==> config.mk <==
export PLATFORM = sky130hd
export DESIGN_NAME = bracket_balance_checker_core_flat
export DESIGN_NICKNAME = d
export VERILOG_FILES = /design/src/design/bbc_pkg.sv /design/src/design/bbc_req_if.sv /design/src/design/bbc_rsp_if.sv /design/src/design/bracket_balance_checker_core.sv /design/src/design/bbc_ram.sv /design/src/design/bbc_front.sv /design/src/design/bbc_queue.sv /design/src/design/bbc_back.sv /design/src/flat_wrapper.sv
export SDC_FILE = /design/constraint.sdc
export NUM_CORES = 1
export LEC_CHECK = 0
export BUFFER_PORTS_ARGS = -buffer_cell sky130_fd_sc_hd__buf_2
export CAP_MARGIN = 20
export CELL_PAD_IN_SITES_DETAIL_PLACEMENT = 0
export CELL_PAD_IN_SITES_GLOBAL_PLACEMENT = 2
export CORE_ASPECT_RATIO = 1.75
export CORE_MARGIN = 4
export CORE_UTILIZATION = 39
export DETAILED_ROUTE_END_ITERATION = 10
export HOLD_SLACK_MARGIN = 0.08
export PLACE_DENSITY = 0.72
export SLEW_MARGIN = 15
export SYNTH_ARGS = -nofsm -noshare
export SYNTH_HDL_FRONTEND = slang
export SYNTH_SLANG_ARGS = --single-unit
==> constraint.sdc <==
create_clock -name clock -period 10.2 [get_ports clock]
set_clock_uncertainty 0.05 [all_clocks]
set_input_delay 1.53 -clock clock [delete_from_list [all_inputs] [get_ports clock]]
set_output_delay 1.53 -clock clock [all_outputs]
set_load 0.01 [all_outputs]
==> src/design/bbc_pkg.sv <==
`timescale 1ns / 1ps
// ----------------------------------------------------------------------------
// Bracket balance checker package
// Shared types, status codes and the byte classifier.
// ----------------------------------------------------------------------------
package bbc_pkg;

   // Verdict codes
   localparam logic [2:0] ST_OK       = 3'd0;
   localparam logic [2:0] ST_EMPTY    = 3'd1;
   localparam logic [2:0] ST_MISMATCH = 3'd2;
   localparam logic [2:0] ST_OPEN     = 3'd3;
   localparam logic [2:0] ST_OVERFLOW = 3'd4;

   // Bracket kinds
   localparam logic [1:0] KIND_NONE   = 2'd0;
   localparam logic [1:0] KIND_ROUND  = 2'd1;
   localparam logic [1:0] KIND_CURLY  = 2'd2;
   localparam logic [1:0] KIND_SQUARE = 2'd3;

   // Bracket characters
   localparam logic [7:0] CH_OPEN_ROUND   = 8'h28;
   localparam logic [7:0] CH_CLOSE_ROUND  = 8'h29;
   localparam logic [7:0] CH_OPEN_CURLY   = 8'h7B;
   localparam logic [7:0] CH_CLOSE_CURLY  = 8'h7D;
   localparam logic [7:0] CH_OPEN_SQUARE  = 8'h5B;
   localparam logic [7:0] CH_CLOSE_SQUARE = 8'h5D;

   // Classified byte, as it travels from front to back
   typedef struct packed {
      logic       last;
      logic       is_open;
      logic       is_close;
      logic [1:0] kind;
   } bbc_item_type;

   // Queue status seen by both sides
   typedef struct packed {
      logic full;
      logic empty;
   } bbc_queue_status_type;

   // Kind of an opener, KIND_NONE otherwise
   function automatic logic [1:0] opener_kind(input logic [7:0] ch);
      logic [1:0] k;
      unique case (ch)
         CH_OPEN_ROUND:  k = KIND_ROUND;
         CH_OPEN_CURLY:  k = KIND_CURLY;
         CH_OPEN_SQUARE: k = KIND_SQUARE;
         default:        k = KIND_NONE;
      endcase
      return k;
   endfunction

   // Kind of a closer, KIND_NONE otherwise
   function automatic logic [1:0] closer_kind(input logic [7:0] ch);
      logic [1:0] k;
      unique case (ch)
         CH_CLOSE_ROUND:  k = KIND_ROUND;
         CH_CLOSE_CURLY:  k = KIND_CURLY;
         CH_CLOSE_SQUARE: k = KIND_SQUARE;
         default:         k = KIND_NONE;
      endcase
      return k;
   endfunction

endpackage

==> src/design/bbc_req_if.sv <==
`timescale 1ns / 1ps
// ----------------------------------------------------------------------------
// Request channel
// Valid/ready channel carrying one expression byte and its last flag.
// ----------------------------------------------------------------------------
interface bbc_req_if;
   logic       valid;
   logic       ready;
   logic [7:0] ch;
   logic       last;

   modport source (output valid, output ch, output last, input ready);
   modport sink   (input valid, input ch, input last, output ready);
endinterface

==> src/design/bbc_rsp_if.sv <==
`timescale 1ns / 1ps
// ----------------------------------------------------------------------------
// Response channel
// Valid/ready channel carrying one verdict per expression.
// ----------------------------------------------------------------------------
interface bbc_rsp_if;
   logic       valid;
   logic       ready;
   logic [2:0] status;
   logic [6:0] depth_left;

   modport source (output valid, output status, output depth_left, input ready);
   modport sink   (input valid, input status, input depth_left, output ready);
endinterface

==> src/design/bracket_balance_checker_core.sv <==
`timescale 1ns / 1ps
// The last byte passes the queue, then the back end registers its verdict.
// Throughput: 1 byte per cycle while no verdict waits on a blocked response channel;
// one stack push or pop per cycle in the back end; the entry under the top is
// prefetched from the stack RAM each cycle. Reset: synchronous, clears the queue,
// stack depth, kept error and response valid; stack RAM is not cleared and needs none.
// ----------------------------------------------------------------------------
// Bracket balance checker core
// Checks bracket nesting of a byte stream and reports one verdict per
// expression.
// ----------------------------------------------------------------------------
module bracket_balance_checker_core
   import bbc_pkg::*;
#(
   parameter int MAX_DEPTH = 64
) (
   input  logic      clock,
   input  logic      reset,
   bbc_req_if.sink   req_chan,
   bbc_rsp_if.source rsp_chan
);

   logic                 q_push;
   logic                 q_pop;
   bbc_item_type         q_in_item;
   bbc_item_type         q_head;
   bbc_queue_status_type q_stat;

   bbc_front u_front (
      .req_chan (req_chan),
      .q_stat   (q_stat),
      .push     (q_push),
      .item     (q_in_item)
   );

   bbc_queue u_queue (
      .clock     (clock),
      .reset     (reset),
      .push      (q_push),
      .push_item (q_in_item),
      .pop       (q_pop),
      .head      (q_head),
      .q_stat    (q_stat)
   );

   bbc_back #(
      .MAX_DEPTH (MAX_DEPTH)
   ) u_back (
      .clock    (clock),
      .reset    (reset),
      .head     (q_head),
      .q_stat   (q_stat),
      .pop      (q_pop),
      .rsp_chan (rsp_chan)
   );

`ifndef ASSERT_OFF
   // A balanced verdict leaves nothing open
   assert property (@(posedge clock) disable iff (reset)
      (rsp_chan.valid && (rsp_chan.status == ST_OK)) |-> (rsp_chan.depth_left == 7'd0))
      else $error("balanced verdict with open depth");

   // A left-open verdict has openers remaining
   assert property (@(posedge clock) disable iff (reset)
      (rsp_chan.valid && (rsp_chan.status == ST_OPEN)) |-> (rsp_chan.depth_left != 7'd0))
      else $error("left-open verdict with zero depth");

   // Queue is never both full and empty
   assert property (@(posedge clock) disable iff (reset)
      !(q_stat.full && q_stat.empty))
      else $error("queue status inconsistent");

   // Back end only takes from a non-empty queue
   assert property (@(posedge clock) disable iff (reset)
      q_pop |-> !q_stat.empty)
      else $error("pop from empty queue");
`endif

endmodule

==> src/design/bbc_ram.sv <==
`timescale 1ns / 1ps
// ----------------------------------------------------------------------------
// Generic RAM
// One write port, one read port with registered read data.
// ----------------------------------------------------------------------------
module bbc_ram #(
   parameter int WIDTH = 2,
   parameter int DEPTH = 64,
   localparam int AW = (DEPTH > 1) ? $clog2(DEPTH) : 1
) (
   input  logic             clock,
   input  logic             wr_en,
   input  logic [AW-1:0]    wr_addr,
   input  logic [WIDTH-1:0] wr_data,
   input  logic [AW-1:0]    rd_addr,
   output logic [WIDTH-1:0] rd_data
);

   logic [WIDTH-1:0] mem_ff [DEPTH];
   logic [WIDTH-1:0] rd_data_ff;

   // Write port
   always_ff @(posedge clock) begin
      if (wr_en) begin
         mem_ff[wr_addr] <= wr_data;
      end
   end

   // Registered read port
   always_ff @(posedge clock) begin
      rd_data_ff <= mem_ff[rd_addr];
   end

   assign rd_data = rd_data_ff;

endmodule

==> src/design/bbc_front.sv <==
`timescale 1ns / 1ps
// ----------------------------------------------------------------------------
// Front end
// Accepts request transactions and classifies each byte for the back end.
// ----------------------------------------------------------------------------
module bbc_front
   import bbc_pkg::*;
(
   bbc_req_if.sink              req_chan,
   input  bbc_queue_status_type q_stat,
   output logic                 push,
   output bbc_item_type         item
);

   logic [1:0] open_k;
   logic [1:0] close_k;

   // Accept whenever the queue has room
   assign req_chan.ready = !q_stat.full;
   assign push           = req_chan.valid && !q_stat.full;

   // Classify the byte
   always_comb begin
      open_k        = opener_kind(req_chan.ch);
      close_k       = closer_kind(req_chan.ch);
      item.last     = req_chan.last;
      item.is_open  = (open_k != KIND_NONE);
      item.is_close = (close_k != KIND_NONE);
      item.kind     = (open_k != KIND_NONE) ? open_k : close_k;
   end

endmodule

==> src/design/bbc_queue.sv <==
`timescale 1ns / 1ps
// ----------------------------------------------------------------------------
// Item queue
// Two-entry FIFO between front and back end.
// ----------------------------------------------------------------------------
module bbc_queue
   import bbc_pkg::*;
(
   input  logic                 clock,
   input  logic                 reset,
   input  logic                 push,
   input  bbc_item_type         push_item,
   input  logic                 pop,
   output bbc_item_type         head,
   output bbc_queue_status_type q_stat
);

   bbc_item_type entry_ff [2];
   logic         wr_ptr_ff, wr_ptr_in;
   logic         rd_ptr_ff, rd_ptr_in;
   logic [1:0]   count_ff, count_in;

   // Advance pointers and count
   always_comb begin
      wr_ptr_in = push ? ~wr_ptr_ff : wr_ptr_ff;
      rd_ptr_in = pop ? ~rd_ptr_ff : rd_ptr_ff;
      count_in  = count_ff + 2'(push) - 2'(pop);
   end

   always_ff @(posedge clock) begin
      if (reset) begin
         wr_ptr_ff <= 1'b0;
         rd_ptr_ff <= 1'b0;
         count_ff  <= 2'd0;
      end else begin
         wr_ptr_ff <= wr_ptr_in;
         rd_ptr_ff <= rd_ptr_in;
         count_ff  <= count_in;
      end
   end

   // Store entries
   always_ff @(posedge clock) begin
      if (push) begin
         entry_ff[wr_ptr_ff] <= push_item;
      end
   end

   assign head         = entry_ff[rd_ptr_ff];
   assign q_stat.full  = (count_ff == 2'd2);
   assign q_stat.empty = (count_ff == 2'd0);

endmodule

==> src/design/bbc_back.sv <==
`timescale 1ns / 1ps
// ----------------------------------------------------------------------------
// Back end
// Runs the bracket stack: top of stack in a register, the rest in RAM,
// with the entry below the top prefetched every cycle. Issues verdicts.
// ----------------------------------------------------------------------------
module bbc_back
   import bbc_pkg::*;
#(
   parameter int MAX_DEPTH = 64
) (
   input  logic                 clock,
   input  logic                 reset,
   input  bbc_item_type         head,
   input  bbc_queue_status_type q_stat,
   output logic                 pop,
   bbc_rsp_if.source            rsp_chan
);

   localparam int AW = (MAX_DEPTH > 1) ? $clog2(MAX_DEPTH) : 1;
   localparam int DW = $clog2(MAX_DEPTH + 1);
   localparam int CW = (DW > 7) ? DW : 7;

   logic [DW-1:0] depth_ff, depth_in, op_depth;
   logic [2:0]    err_ff, err_in, op_err;
   logic [1:0]    tos_ff, tos_in;
   logic          bypass_ff, bypass_in;
   logic [1:0]    bypass_data_ff;
   logic [1:0]    below;
   logic [1:0]    ram_rdata;
   logic          wr_en;
   logic [AW-1:0] wr_addr;
   logic [AW-1:0] rd_addr;
   logic          rsp_valid_ff, rsp_valid_in;
   logic [2:0]    rsp_status_ff, rsp_status_in;
   logic [6:0]    rsp_depth_ff, rsp_depth_in;
   logic [CW-1:0] depth_wide;
   logic          verdict;

   // Take an item unless it needs the output register and that is blocked
   assign pop     = !q_stat.empty && (!head.last || !rsp_valid_ff || rsp_chan.ready);
   assign verdict = pop && head.last;

   // Entry under the top: bypass a write made in the previous cycle
   assign below = bypass_ff ? bypass_data_ff : ram_rdata;

   // Stack operation
   always_comb begin
      op_depth = depth_ff;
      op_err   = err_ff;
      tos_in   = tos_ff;
      wr_en    = 1'b0;
      wr_addr  = AW'(depth_ff - DW'(1));
      if (pop && (err_ff == ST_OK)) begin
         if (head.is_open) begin
            if (depth_ff == DW'(MAX_DEPTH)) begin
               op_err = ST_OVERFLOW;
            end else begin
               wr_en    = (depth_ff != '0);
               tos_in   = head.kind;
               op_depth = depth_ff + DW'(1);
            end
         end else if (head.is_close) begin
            priority if (depth_ff == '0) begin
               op_err = ST_EMPTY;
            end else if (tos_ff != head.kind) begin
               op_err = ST_MISMATCH;
            end else begin
               op_depth = depth_ff - DW'(1);
               tos_in   = below;
            end
         end
      end
   end

   // Clear state after a verdict; prefetch the entry under the new top
   always_comb begin
      depth_in  = verdict ? '0 : op_depth;
      err_in    = verdict ? ST_OK : op_err;
      rd_addr   = AW'(depth_in - DW'(2));
      bypass_in = wr_en;
   end

   // Build the verdict
   always_comb begin
      depth_wide    = CW'(op_depth);
      rsp_depth_in  = (depth_wide > CW'(127)) ? 7'd127 : depth_wide[6:0];
      rsp_status_in = ((op_err == ST_OK) && (op_depth != '0)) ? ST_OPEN : op_err;
      priority if (verdict) begin
         rsp_valid_in = 1'b1;
      end else if (rsp_chan.ready) begin
         rsp_valid_in = 1'b0;
      end else begin
         rsp_valid_in = rsp_valid_ff;
      end
   end

   bbc_ram #(
      .WIDTH (2),
      .DEPTH (MAX_DEPTH)
   ) u_stack_ram (
      .clock   (clock),
      .wr_en   (wr_en),
      .wr_addr (wr_addr),
      .wr_data (tos_ff),
      .rd_addr (rd_addr),
      .rd_data (ram_rdata)
   );

   // Control state
   always_ff @(posedge clock) begin
      if (reset) begin
         depth_ff     <= '0;
         err_ff       <= ST_OK;
         bypass_ff    <= 1'b0;
         rsp_valid_ff <= 1'b0;
      end else begin
         depth_ff     <= depth_in;
         err_ff       <= err_in;
         bypass_ff    <= bypass_in;
         rsp_valid_ff <= rsp_valid_in;
      end
   end

   // Payload registers
   always_ff @(posedge clock) begin
      tos_ff         <= tos_in;
      bypass_data_ff <= tos_ff;
      if (verdict) begin
         rsp_status_ff <= rsp_status_in;
         rsp_depth_ff  <= rsp_depth_in;
      end
   end

   assign rsp_chan.valid      = rsp_valid_ff;
   assign rsp_chan.status     = rsp_status_ff;
   assign rsp_chan.depth_left = rsp_depth_ff;

endmodule

==> src/flat_wrapper.sv <==
// flat-port wrapper written by rule: the top's interface ports become plain ports
module bracket_balance_checker_core_flat import bbc_pkg::*;
#(
   parameter int MAX_DEPTH = 64
)
  (clock, reset, req_chan_valid, req_chan_ch, req_chan_last, req_chan_ready, rsp_chan_valid, rsp_chan_status, rsp_chan_depth_left, rsp_chan_ready);
  bbc_req_if req_chan_i ();
  bbc_rsp_if rsp_chan_i ();
  input  logic clock;
  input  logic reset;
  input wire logic [$bits(req_chan_i.valid)-1:0] req_chan_valid;
  input wire logic [$bits(req_chan_i.ch)-1:0] req_chan_ch;
  input wire logic [$bits(req_chan_i.last)-1:0] req_chan_last;
  output wire logic [$bits(req_chan_i.ready)-1:0] req_chan_ready;
  output wire logic [$bits(rsp_chan_i.valid)-1:0] rsp_chan_valid;
  output wire logic [$bits(rsp_chan_i.status)-1:0] rsp_chan_status;
  output wire logic [$bits(rsp_chan_i.depth_left)-1:0] rsp_chan_depth_left;
  input wire logic [$bits(rsp_chan_i.ready)-1:0] rsp_chan_ready;
  assign req_chan_i.valid = req_chan_valid;
  assign req_chan_i.ch = req_chan_ch;
  assign req_chan_i.last = req_chan_last;
  assign req_chan_ready = req_chan_i.ready;
  assign rsp_chan_valid = rsp_chan_i.valid;
  assign rsp_chan_status = rsp_chan_i.status;
  assign rsp_chan_depth_left = rsp_chan_i.depth_left;
  assign rsp_chan_i.ready = rsp_chan_ready;
  bracket_balance_checker_core #(.MAX_DEPTH(MAX_DEPTH)) u_core (.clock(clock), .reset(reset), .req_chan(req_chan_i), .rsp_chan(rsp_chan_i));
endmodule
# After elaboration in Yosys (flattened, before gate mapping)
# Memory sizes are Yosys's and may differ from the RTL's. A register that Yosys moved wholly into a read port is not among the register bits.
# Cells that the tools add are included.
[classes] add_sub_neg=5 order_cmp=1 eq_ne=12 n_mux=33 n_bitwise=2 n_reduce_logical=23
[op_table] cell="$mux 7" count=7
[op_table] cell="$eq 8x7->1 const B" count=4
[op_table] cell="$mux 3" count=6
[op_table] cell="$eq 8x6->1 const B" count=2
[op_table] cell="$mux 2" count=7
[op_table] cell="$reduce_bool 7->1" count=2
[op_table] cell="$pmux 2 s3" count=2
[op_table] cell="$mux 1" count=11
[op_table] cell="$reduce_bool 2->1" count=4
[op_table] cell="$add 7x1->7 const B" count=1
[op_table] cell="$eq 7x7->1 const B" count=1
[op_table] cell="$gt 7x7->1 const B" count=1
[op_table] cell="$logic_not 7->1" count=1
[op_table] cell="$sub 7x1->7 const B" count=1
[op_table] cell="$logic_not 3->1" count=2
[op_table] cell="$sub 6x2->6 const B" count=1
[op_table] cell="$logic_and 1x1->1" count=5
[op_table] cell="$reduce_and 5->1" count=1
[op_table] cell="$logic_not 1->1" count=4
[op_table] cell="$ne 2x1->1 const B" count=2
[op_table] cell="$add 2x1->2" count=1
[op_table] cell="$eq 2x2->1 const B" count=1
[op_table] cell="$logic_not 2->1" count=1
[op_table] cell="$logic_or 1x1->1" count=2
[op_table] cell="5 further kinds" count=6
[word_totals] reg_bits=30 mem_bits_rw=138 inputBits=13 output_inout_bits=12 wordCells=89 memories=2
[memory_table] memory="u_core.u_back.u_stack_ram.mem_ff" depth=64 width=2 rd=1 rd_ports_with_merged_regs=1 wr=1 line="bbc_ram.sv:19" text="logic [WIDTH-1:0] mem_ff [DEPTH];"
[memory_table] memory="u_core.u_queue.entry_ff" depth=2 width=5 rd=1 rd_ports_with_merged_regs=1 wr=1 line="bbc_queue.sv:18" text="bbc_item_type entry_ff [2];"

# Logic depth before layout (Yosys ltp)
# Gate-level depths: netlist (run 1).
[depth] depth_word=8 mapped_depth=22 mapped_depth_nobuf=16

# Hierarchy
# From an unflattened synthesis (run 1), not the netlist that was laid out.
[hier_totals] hier_cells=558 hier_area_um2=7739.9
[modules_own_cells] mod="bbc_ram" n_inst=1 cells_each=324 area_each_um2=5397.7 seq_area_each_um2=3883.7
[modules_own_cells] mod="bbc_back" n_inst=1 cells_each=179 area_each_um2=1627.8 seq_area_each_um2=640.6
[modules_own_cells] mod="bbc_queue" n_inst=1 cells_each=36 area_each_um2=573.0 seq_area_each_um2=400.4
[modules_own_cells] mod="bbc_front" n_inst=1 cells_each=19 area_each_um2=141.4 seq_area_each_um2=0.0

# Worst setup path after synthesis (run 1)
# Ideal clock, no wire load.
[synth_path] kind="in2reg" start="input rsp_chan_ready" end="register u_core.u_back.u_stack_ram.rd_data_ff[1], in the netlist u_core.u_back.u_stack_ram.rd_data[1], read port of u_core.u_back.u_stack_ram.mem_ff" setup_ps=88 arrival_time_ps=4652 required_time_ps=10062 slack_ps=5410 path_stages=20 n_path_buf=5 cell_sequence="nor2b_1 > or3_1 > inv_2 > a21oi_1 > o21a_1 > or2_1 > buf_2 > inv_2 > buf_6 > clkbuf_4 > ha_1 > inv_1 > a311o_1 > and2_1 > buf_6 > buf_8 > mux2i_1 > mux2i_1 > o211a_1 > nor4_2"
[synth_via] elab_chain_len=6 word_cells_on_any_way=7 classes_between="add/sub: 1; mux: 2; reduce/logical: 4"
[synth_rtl] element="start: declaration" line="flat_wrapper.sv:18" text="input wire logic [$bits(rsp_chan_i.ready)-1:0] rsp_chan_ready;"
[synth_rtl] element="$logic_or 1x1->1 *" line="bbc_back.sv:41" text="assign pop = !q_stat.empty && (!head.last || !rsp_valid_ff || rsp_chan.ready);"
[synth_rtl] element="$logic_and 1x1->1 *" line="bbc_back.sv:41"
[synth_rtl] element="$logic_and 1x1->1" line="bbc_back.sv:54" text="if (pop && (err_ff == ST_OK)) begin"
[synth_rtl] element="$mux 7" line="bbc_back.sv:54"
[synth_rtl] element="$mux 7 *" line="bbc_back.sv:78" text="depth_in = verdict ? '0 : op_depth;"
[synth_rtl] element="$sub 6x2->6 *" line="bbc_back.sv:80" text="rd_addr = AW'(depth_in - DW'(2));"
[synth_rtl] element="end: declaration" line="bbc_ram.sv:20" text="logic [WIDTH-1:0] rd_data_ff;"
# Mark *: on every way between the ends. The rest lies on a longest branch, timed or not.
# A chain may end at the register's enable or synchronous reset.

# Final worst setup path (run 1)
# Ends and elaborated chain as after synthesis.

==> impl_metrics.env, run 1 <==
export IMPL_max_slew_margin_pct=37.5
export IMPL_cts_htree_levels=4
export IMPL_arrival_ps=5800
export IMPL_endpoint_kind="register"
export IMPL_synth_cells=620
export IMPL_grt_ovfl_total=0
export IMPL_initial_core_util_pct=39.8
export IMPL_ctsRootBufferMaster="clkbuf_16"
export IMPL_hold_class="reg2reg"
export IMPL_worst_slack_ps=4670
export IMPL_critPathKind="in2reg"
export IMPL_wl_um=21700
export IMPL_p_sw_mw=1.08
export IMPL_postRouteAntennaNets=0
export IMPL_ys_ff_latch=171
export IMPL_tightest_slew_ps=934
export IMPL_grt_pass1_vias=5460
export IMPL_min_period_ps=5530
export IMPL_ys_top_cells_by_count="edfxtp_1 (150), nor2_1 (111), mux2i_1 (63)"
export IMPL_ys_types=71
export IMPL_dieArea_mm2=0.0226
export IMPL_post_cts_buffers=0
export IMPL_cts_num_sinks=171
export IMPL_yosys_most_used_dff="edfxtp_1"
export IMPL_ff_latch_area_mm2=0.00492
export IMPL_finalPower_mw=2.75
export IMPL_switching_share_pct=39.0
export IMPL_nets=661
export IMPL_cts_inserted_buffers=17
export IMPL_max_cap_viol_count=0
export IMPL_io_pins=25
export IMPL_max_freq_ghz=0.181
export IMPL_ir_drop_mv=0.158
export IMPL_synthToLayoutAreaGrowth_pct=11.9
export IMPL_netlist_area_mm2=0.00785
export IMPL_wl_per_cell_um=24.1
export IMPL_start_kind="primary input"
export IMPL_synthesis_nets=639
export IMPL_rows=68
export IMPL_dp_slack_ps=4310
export IMPL_clockPowerShare_pct=24.7
export IMPL_pwr_share_comb_pct=42.7
export IMPL_port_buffers=24
export IMPL_required_ps=10470
export IMPL_antenna_found_initial=0
export IMPL_clk_pin_slew_worst_paths_ps=60
export IMPL_post_route_drc_count=0
export IMPL_seq_area_frac_synth_pct=62.7
export IMPL_drive_above_1_share_pct=13.3
export IMPL_clock_latency_ps=430
export IMPL_maxSlewViolCount=0
export IMPL_routed_via_density=5.67
export IMPL_leakage_nw=3.23
export IMPL_core_area_mm2=0.0197
export IMPL_synth_area_top_cells="edfxtp_1 (57%), mux2i_1 (8.0%), dfxtp_1 (5.4%)"
export IMPL_multiInputGateArea_mm2=0.00271
export IMPL_grt_use_total_pct=19.9
export IMPL_syn_avg_cell_area_um2=12.7
export IMPL_detail_route_iter0_violations=275
export IMPL_fill_cells=1886
export IMPL_grt_max_degree=67
export IMPL_clockBufferDepth=2
export IMPL_grt_pass1_wl_um=32800
export IMPL_r2r_slack_ps=5090
export IMPL_hold_violations=0
export IMPL_finalSetupViolCount=0
export IMPL_critical_path_max_fanout=20
export IMPL_diodes=0
export IMPL_tns_ps=0
export IMPL_post_cts_resized=0
export IMPL_fp_dieW_um=115
export IMPL_async_flop_share_pct=0
export IMPL_synth_most_common_cell="edfxtp_1"
export IMPL_hold_buffers=0
export IMPL_ys_warn_count=0
export IMPL_grt_setup_unrepaired="false"
export IMPL_finalCritPeriodShare_pct=54.2
export IMPL_dr_pass1_iters=4
export IMPL_hpwl_um=15400
export IMPL_num_vias=5099
export IMPL_die_h_um=196
export IMPL_p_seq_share_pct=32.6
export IMPL_cts_tree="yes"
export IMPL_internal_power_mw=1.68
export IMPL_synth_top_area_cell="edfxtp_1"
export IMPL_power_density_mw_per_mm2=313
export IMPL_synth_edf_count=150
export IMPL_synth_top_area_share_pct=57.4
export IMPL_status="completed"
export IMPL_place_gp_congestion=0.922
-- per-layer routing --
layer / part of all wire (%) / wire, um / track usage [%] / vias to the layer above
li1: - / - / - / 2376
met1: 35 / 7550 / 20.4 / 2571
met2: 59 / 12900 / 38.6 / 111
met3: 2.3 / 490 / 3.18 / 41
met4: 3.6 / 785 / 8.40 / 0
met5: 0 / 0 / 0 / -
-- critical path, cell delays in order --
cell,delay (ps)
buf_2,80
nor2b_1,40
or3_1,560
inv_2,440
a21oi_1,80
o21a_1,130
or2_1,370
inv_2,460
ha_1,300
inv_1,70
o311ai_1,110
and2_1,660
mux2i_1,170
a2111oi_0,490
o211a_1,240
nor4_2,50
-- layout by cell type, fill, tap and decap left out, drive strengths merged, types with 15 or more instances in the layout --
cell type,count
edfxtp,150
nor2,113
mux2i,63
nand2,34
buf,30
dfxtp,21
inv,20
clkbuf,18
o22ai,17
nand3,15
-- final timing paths --
check | from | to | cells after the start
max | rsp_chan_ready | u_core.u_back.u_stack_ram.rd_data[1]$_DFF_P_ | 16
min | u_core.u_queue.rd_ptr_ff$_SDFFE_PP0N_ | u_core.u_queue.rd_ptr_ff$_SDFFE_PP0N_ | 2
max reg2reg | register | u_core.u_back.u_stack_ram.rd_data[1]$_DFF_P_ | 14
min reg2reg | u_core.u_queue.rd_ptr_ff$_SDFFE_PP0N_ | u_core.u_queue.rd_ptr_ff$_SDFFE_PP0N_ | 2
-- state kept, by name (all words and copies together), names as in the netlist, 3 cells and up, named ones only --
signal                             cells
u_core.u_back.err_ff                   3
u_core.u_back.rsp_chan.depth_left      7
u_core.u_back.u_stack_ram.mem_ff     128
u_core.u_back.depth_ff                 7
u_core.u_queue.entry_ff               10
u_core.u_back.rsp_chan.status          3
-- logic make-up after synthesis --
kind of cell,share of synthesized area (%)
AND/OR/NAND/NOR,12.6
buffers and inverters,2.95
multiplexers,10.0
flip-flops,62.7
AO/OA/AOI/OAI,8.59
XOR/XNOR,2.12
adder cells (fa/ha/maj),0.956
-- area by class of cell --
cell class / instances / share of cell area [%]
Sequential cell: 171 / 56.0
Multi-Input combinational cell: 405 / 30.8
Clock buffer: 18 / 4.88
Tap cell: 245 / 3.49
Clock inverter: 14 / 2.19
Timing Repair Buffer: 30 / 1.88
Inverter: 17 / 0.726
-- metrics by stage --
step	instance area (um^2)	util, %	hold slack (ps)	instances
after global routing	8790	44.5	496	900
after CTS	8790	44.5	473	900
after floorplan	7850	-	411	620
after global placement	8170	41.4	456	868
final	8790	44.5	467	900
after detailed placement	8170	41.4	455	868
-- power by group through the flow --
stage                     clock network [mW]  registers (mW)  logic, mW
after floorplan                            0           0.934      0.839
after global placement                     0           0.913       1.16
after detailed placement                   0           0.913       1.18
after CTS                              0.691           0.900       1.19
after global routing                   0.723           0.903       1.28
final                                  0.682           0.898       1.18
No activity file was read; power rests on OpenSTA's default activity.
==> inputs of run 2 (changes only) <==
- ABC_AREA: default -> 1
- CORE_UTILIZATION: 39 -> 36
- PLACE_DENSITY: 0.72 -> 0.76
- clock period: 10.2 -> 4.8 ns (I/O delays scaled with it)
==> impl_metrics.env, run 2 <==
export IMPL_ys_ff_latch=171
export IMPL_grt_ovfl_total=0
export IMPL_num_vias=6063
export IMPL_max_slew_margin_pct=51.6
export IMPL_min_period_ps=3620
export IMPL_port_buffers=24
export IMPL_antenna_found_initial=0
export IMPL_grt_pass1_wl_um=35600
export IMPL_tightest_slew_ps=726
export IMPL_synth_top_area_cell="edfxtp_1"
export IMPL_post_cts_buffers=0
export IMPL_synth_top_area_share_pct=54.8
export IMPL_dp_slack_ps=1180
export IMPL_async_flop_share_pct=0
export IMPL_status="completed"
export IMPL_cts_inserted_buffers=17
export IMPL_clk_pin_slew_worst_paths_ps=70
export IMPL_min_path_cells=1
export IMPL_worst_slack_ps=1180
export IMPL_final_common_cell="nand2_1"
export IMPL_hpwl_um=15600
export IMPL_drive_above_1_share_pct=9.12
export IMPL_grt_use_total_pct=19.0
export IMPL_max_freq_ghz=0.277
export IMPL_ctsRootBufferMaster="clkbuf_16"
export IMPL_yosys_most_used_dff="edfxtp_1"
export IMPL_reg2regPathDepth=15
export IMPL_rows=72
export IMPL_postRouteAntennaNets=0
export IMPL_synthesis_nets=917
export IMPL_cpPeakStageDelay_ps=500
export IMPL_core_area_mm2=0.0223
export IMPL_tns_ps=0
export IMPL_post_cts_resized=0
export IMPL_endpoint_kind="register"
export IMPL_clock_latency_ps=440
export IMPL_required_ps=5080
export IMPL_critPathMostFrequentCell="nand3_1"
export IMPL_arrival_ps=3900
export IMPL_crit_chain="inv_1 -> ha_1 -> nand4_1 -> nand4_1 -> nand2_1 -> nand3_4 -> nand3_4 -> buf_4 -> nand2_1 -> nand3_1 -> nand3_1 -> nand3_1 -> nand3_1 -> nand3_1 -> nand2_1"
export IMPL_ys_top_cells_by_count="nand2_1 (178), nor2_1 (152), edfxtp_1 (150)"
export IMPL_hold_buffers=0
export IMPL_wl_um=22700
export IMPL_max_cap_viol_count=0
export IMPL_initial_core_util_pct=36.9
export IMPL_netlist_area_mm2=0.00821
export IMPL_wl_per_cell_um=18.5
export IMPL_grt_max_degree=66
export IMPL_top_regs="u_core.u_back.u_stack_ram.mem_ff x128, u_core.u_queue.entry_ff x10"
export IMPL_start_kind="register"
export IMPL_critPathSlowestCell="nand3_4"
export IMPL_detail_route_iter0_violations=271
export IMPL_post_route_drc_count=0
export IMPL_dieArea_mm2=0.0254
export IMPL_diodes=0
export IMPL_cts_htree_levels=4
export IMPL_critical_path_max_fanout=33
export IMPL_synth_edf_count=150
export IMPL_hold_class="in2reg"
export IMPL_io_pins=25
export IMPL_place_gp_congestion=0.853
export IMPL_die_h_um=208
export IMPL_finalSetupViolCount=0
export IMPL_nets=938
export IMPL_syn_avg_cell_area_um2=9.15
export IMPL_ys_types=36
export IMPL_cts_num_sinks=171
export IMPL_clockBufferDepth=2
export IMPL_routed_via_density=4.94
export IMPL_hold_violations=0
export IMPL_synth_cells=898
export IMPL_top_register="u_core.u_back.u_stack_ram.mem_ff"
export IMPL_grt_pass1_vias=6323
export IMPL_maxSlewViolCount=0
export IMPL_grt_setup_unrepaired="false"
export IMPL_synth_area_top_cells="edfxtp_1 (55%), nand2_1 (8.1%), nand3_1 (7.3%)"
export IMPL_fp_dieW_um=122
export IMPL_cts_tree="yes"
export IMPL_seq_area_frac_synth_pct=60.0
export IMPL_largest_reg_flops=128
export IMPL_finalCritPeriodShare_pct=75.3
export IMPL_synth_most_common_cell="nand2_1"
export IMPL_final_cell_mix="nand2_1 (178), nor2_1 (152), edfxtp_1 (150)"
export IMPL_dr_pass1_iters=5
export IMPL_critPathKind="reg2reg"
export IMPL_synthToLayoutAreaGrowth_pct=12.2
export IMPL_ys_warn_count=0
export IMPL_fin_hold_ws_ps=423
[run 2: path summary, 6_finish.rpt]
path / startpoint / endpoint / slack [ps]
max reg2reg: u_core.u_back.depth_ff[0]$_SDFF_PP0_ / u_core.u_back.u_stack_ram.rd_data[0]$_DFF_P_ / 1180
max: u_core.u_back.depth_ff[0]$_SDFF_PP0_ / u_core.u_back.u_stack_ram.rd_data[0]$_DFF_P_ / 1180
min reg2reg: u_core.u_back.rsp_chan.valid$_SDFFE_PP0P_ / u_core.u_back.rsp_chan.valid$_SDFFE_PP0P_ / 430
min: req_chan_last / u_core.u_queue.entry_ff[0][4]$_DFFE_PP_ / 420
[run 2: critical path: cells and delay by family (launching register included)]
kind / cells / cell delay, ps
and+or+nand+nor: 12 / 2090
buffers and inverters: 2 / 630
DFF: 1 / 450
adders and majority gates: 1 / 260
[run 2: metrics by stage]
step	cells	cell area, um^2	utilization (%)
4_1_cts	1228	9220	41.4
3_5_place_dp	1196	8610	38.7
2_1_floorplan	898	8210	-
6_report	1228	9220	41.4
3_3_place_gp	1196	8610	38.7
5_1_grt	1228	9220	41.4
[run 2: cell type report]
| type | count | area (um^2) |
|---|---|---|
| repair buffers | 32 | 180 |
| well taps | 296 | 370 |
| fillers | 2265 | 13000 |
| flip-flops and latches | 171 | 4920 |
| inverters | 139 | 522 |
| multi-input cells | 558 | 2610 |
| clock buffers | 18 | 439 |
| clock inverters | 14 | 171 |
[run 2: kinds of logic (layout without fill, tap and decap cells)]
group                      after synthesis  in the layout  share of synthesized area (%)
DFF                                    171            171                           60.0
buffers and inverters                  169            203                           8.26
adders and majority gates                6              6                          0.914
AOI/OAI and AO/OA                       25             25                           1.74
xor gates and xnor gates                10             10                           1.07
and+or+nand+nor                        517            517                           28.1
[run 2: per-layer routing]
layer | wire length (um) | track usage, % | part of all wire, % | up-vias
met5 | 0 | 0 | 0 | -
met3 | 579 | 3.00 | 2.5 | 54
met1 | 8330 | 19.6 | 37 | 2898
met2 | 12700 | 35.5 | 56 | 114
li1 | - | - | - | 2997
met4 | 1130 | 10.4 | 5.0 | 0
Power of run 2 is left out: the tool's default activity adds up to more than one toggle a clock period on the data nets, which glitch-free logic cannot reach.
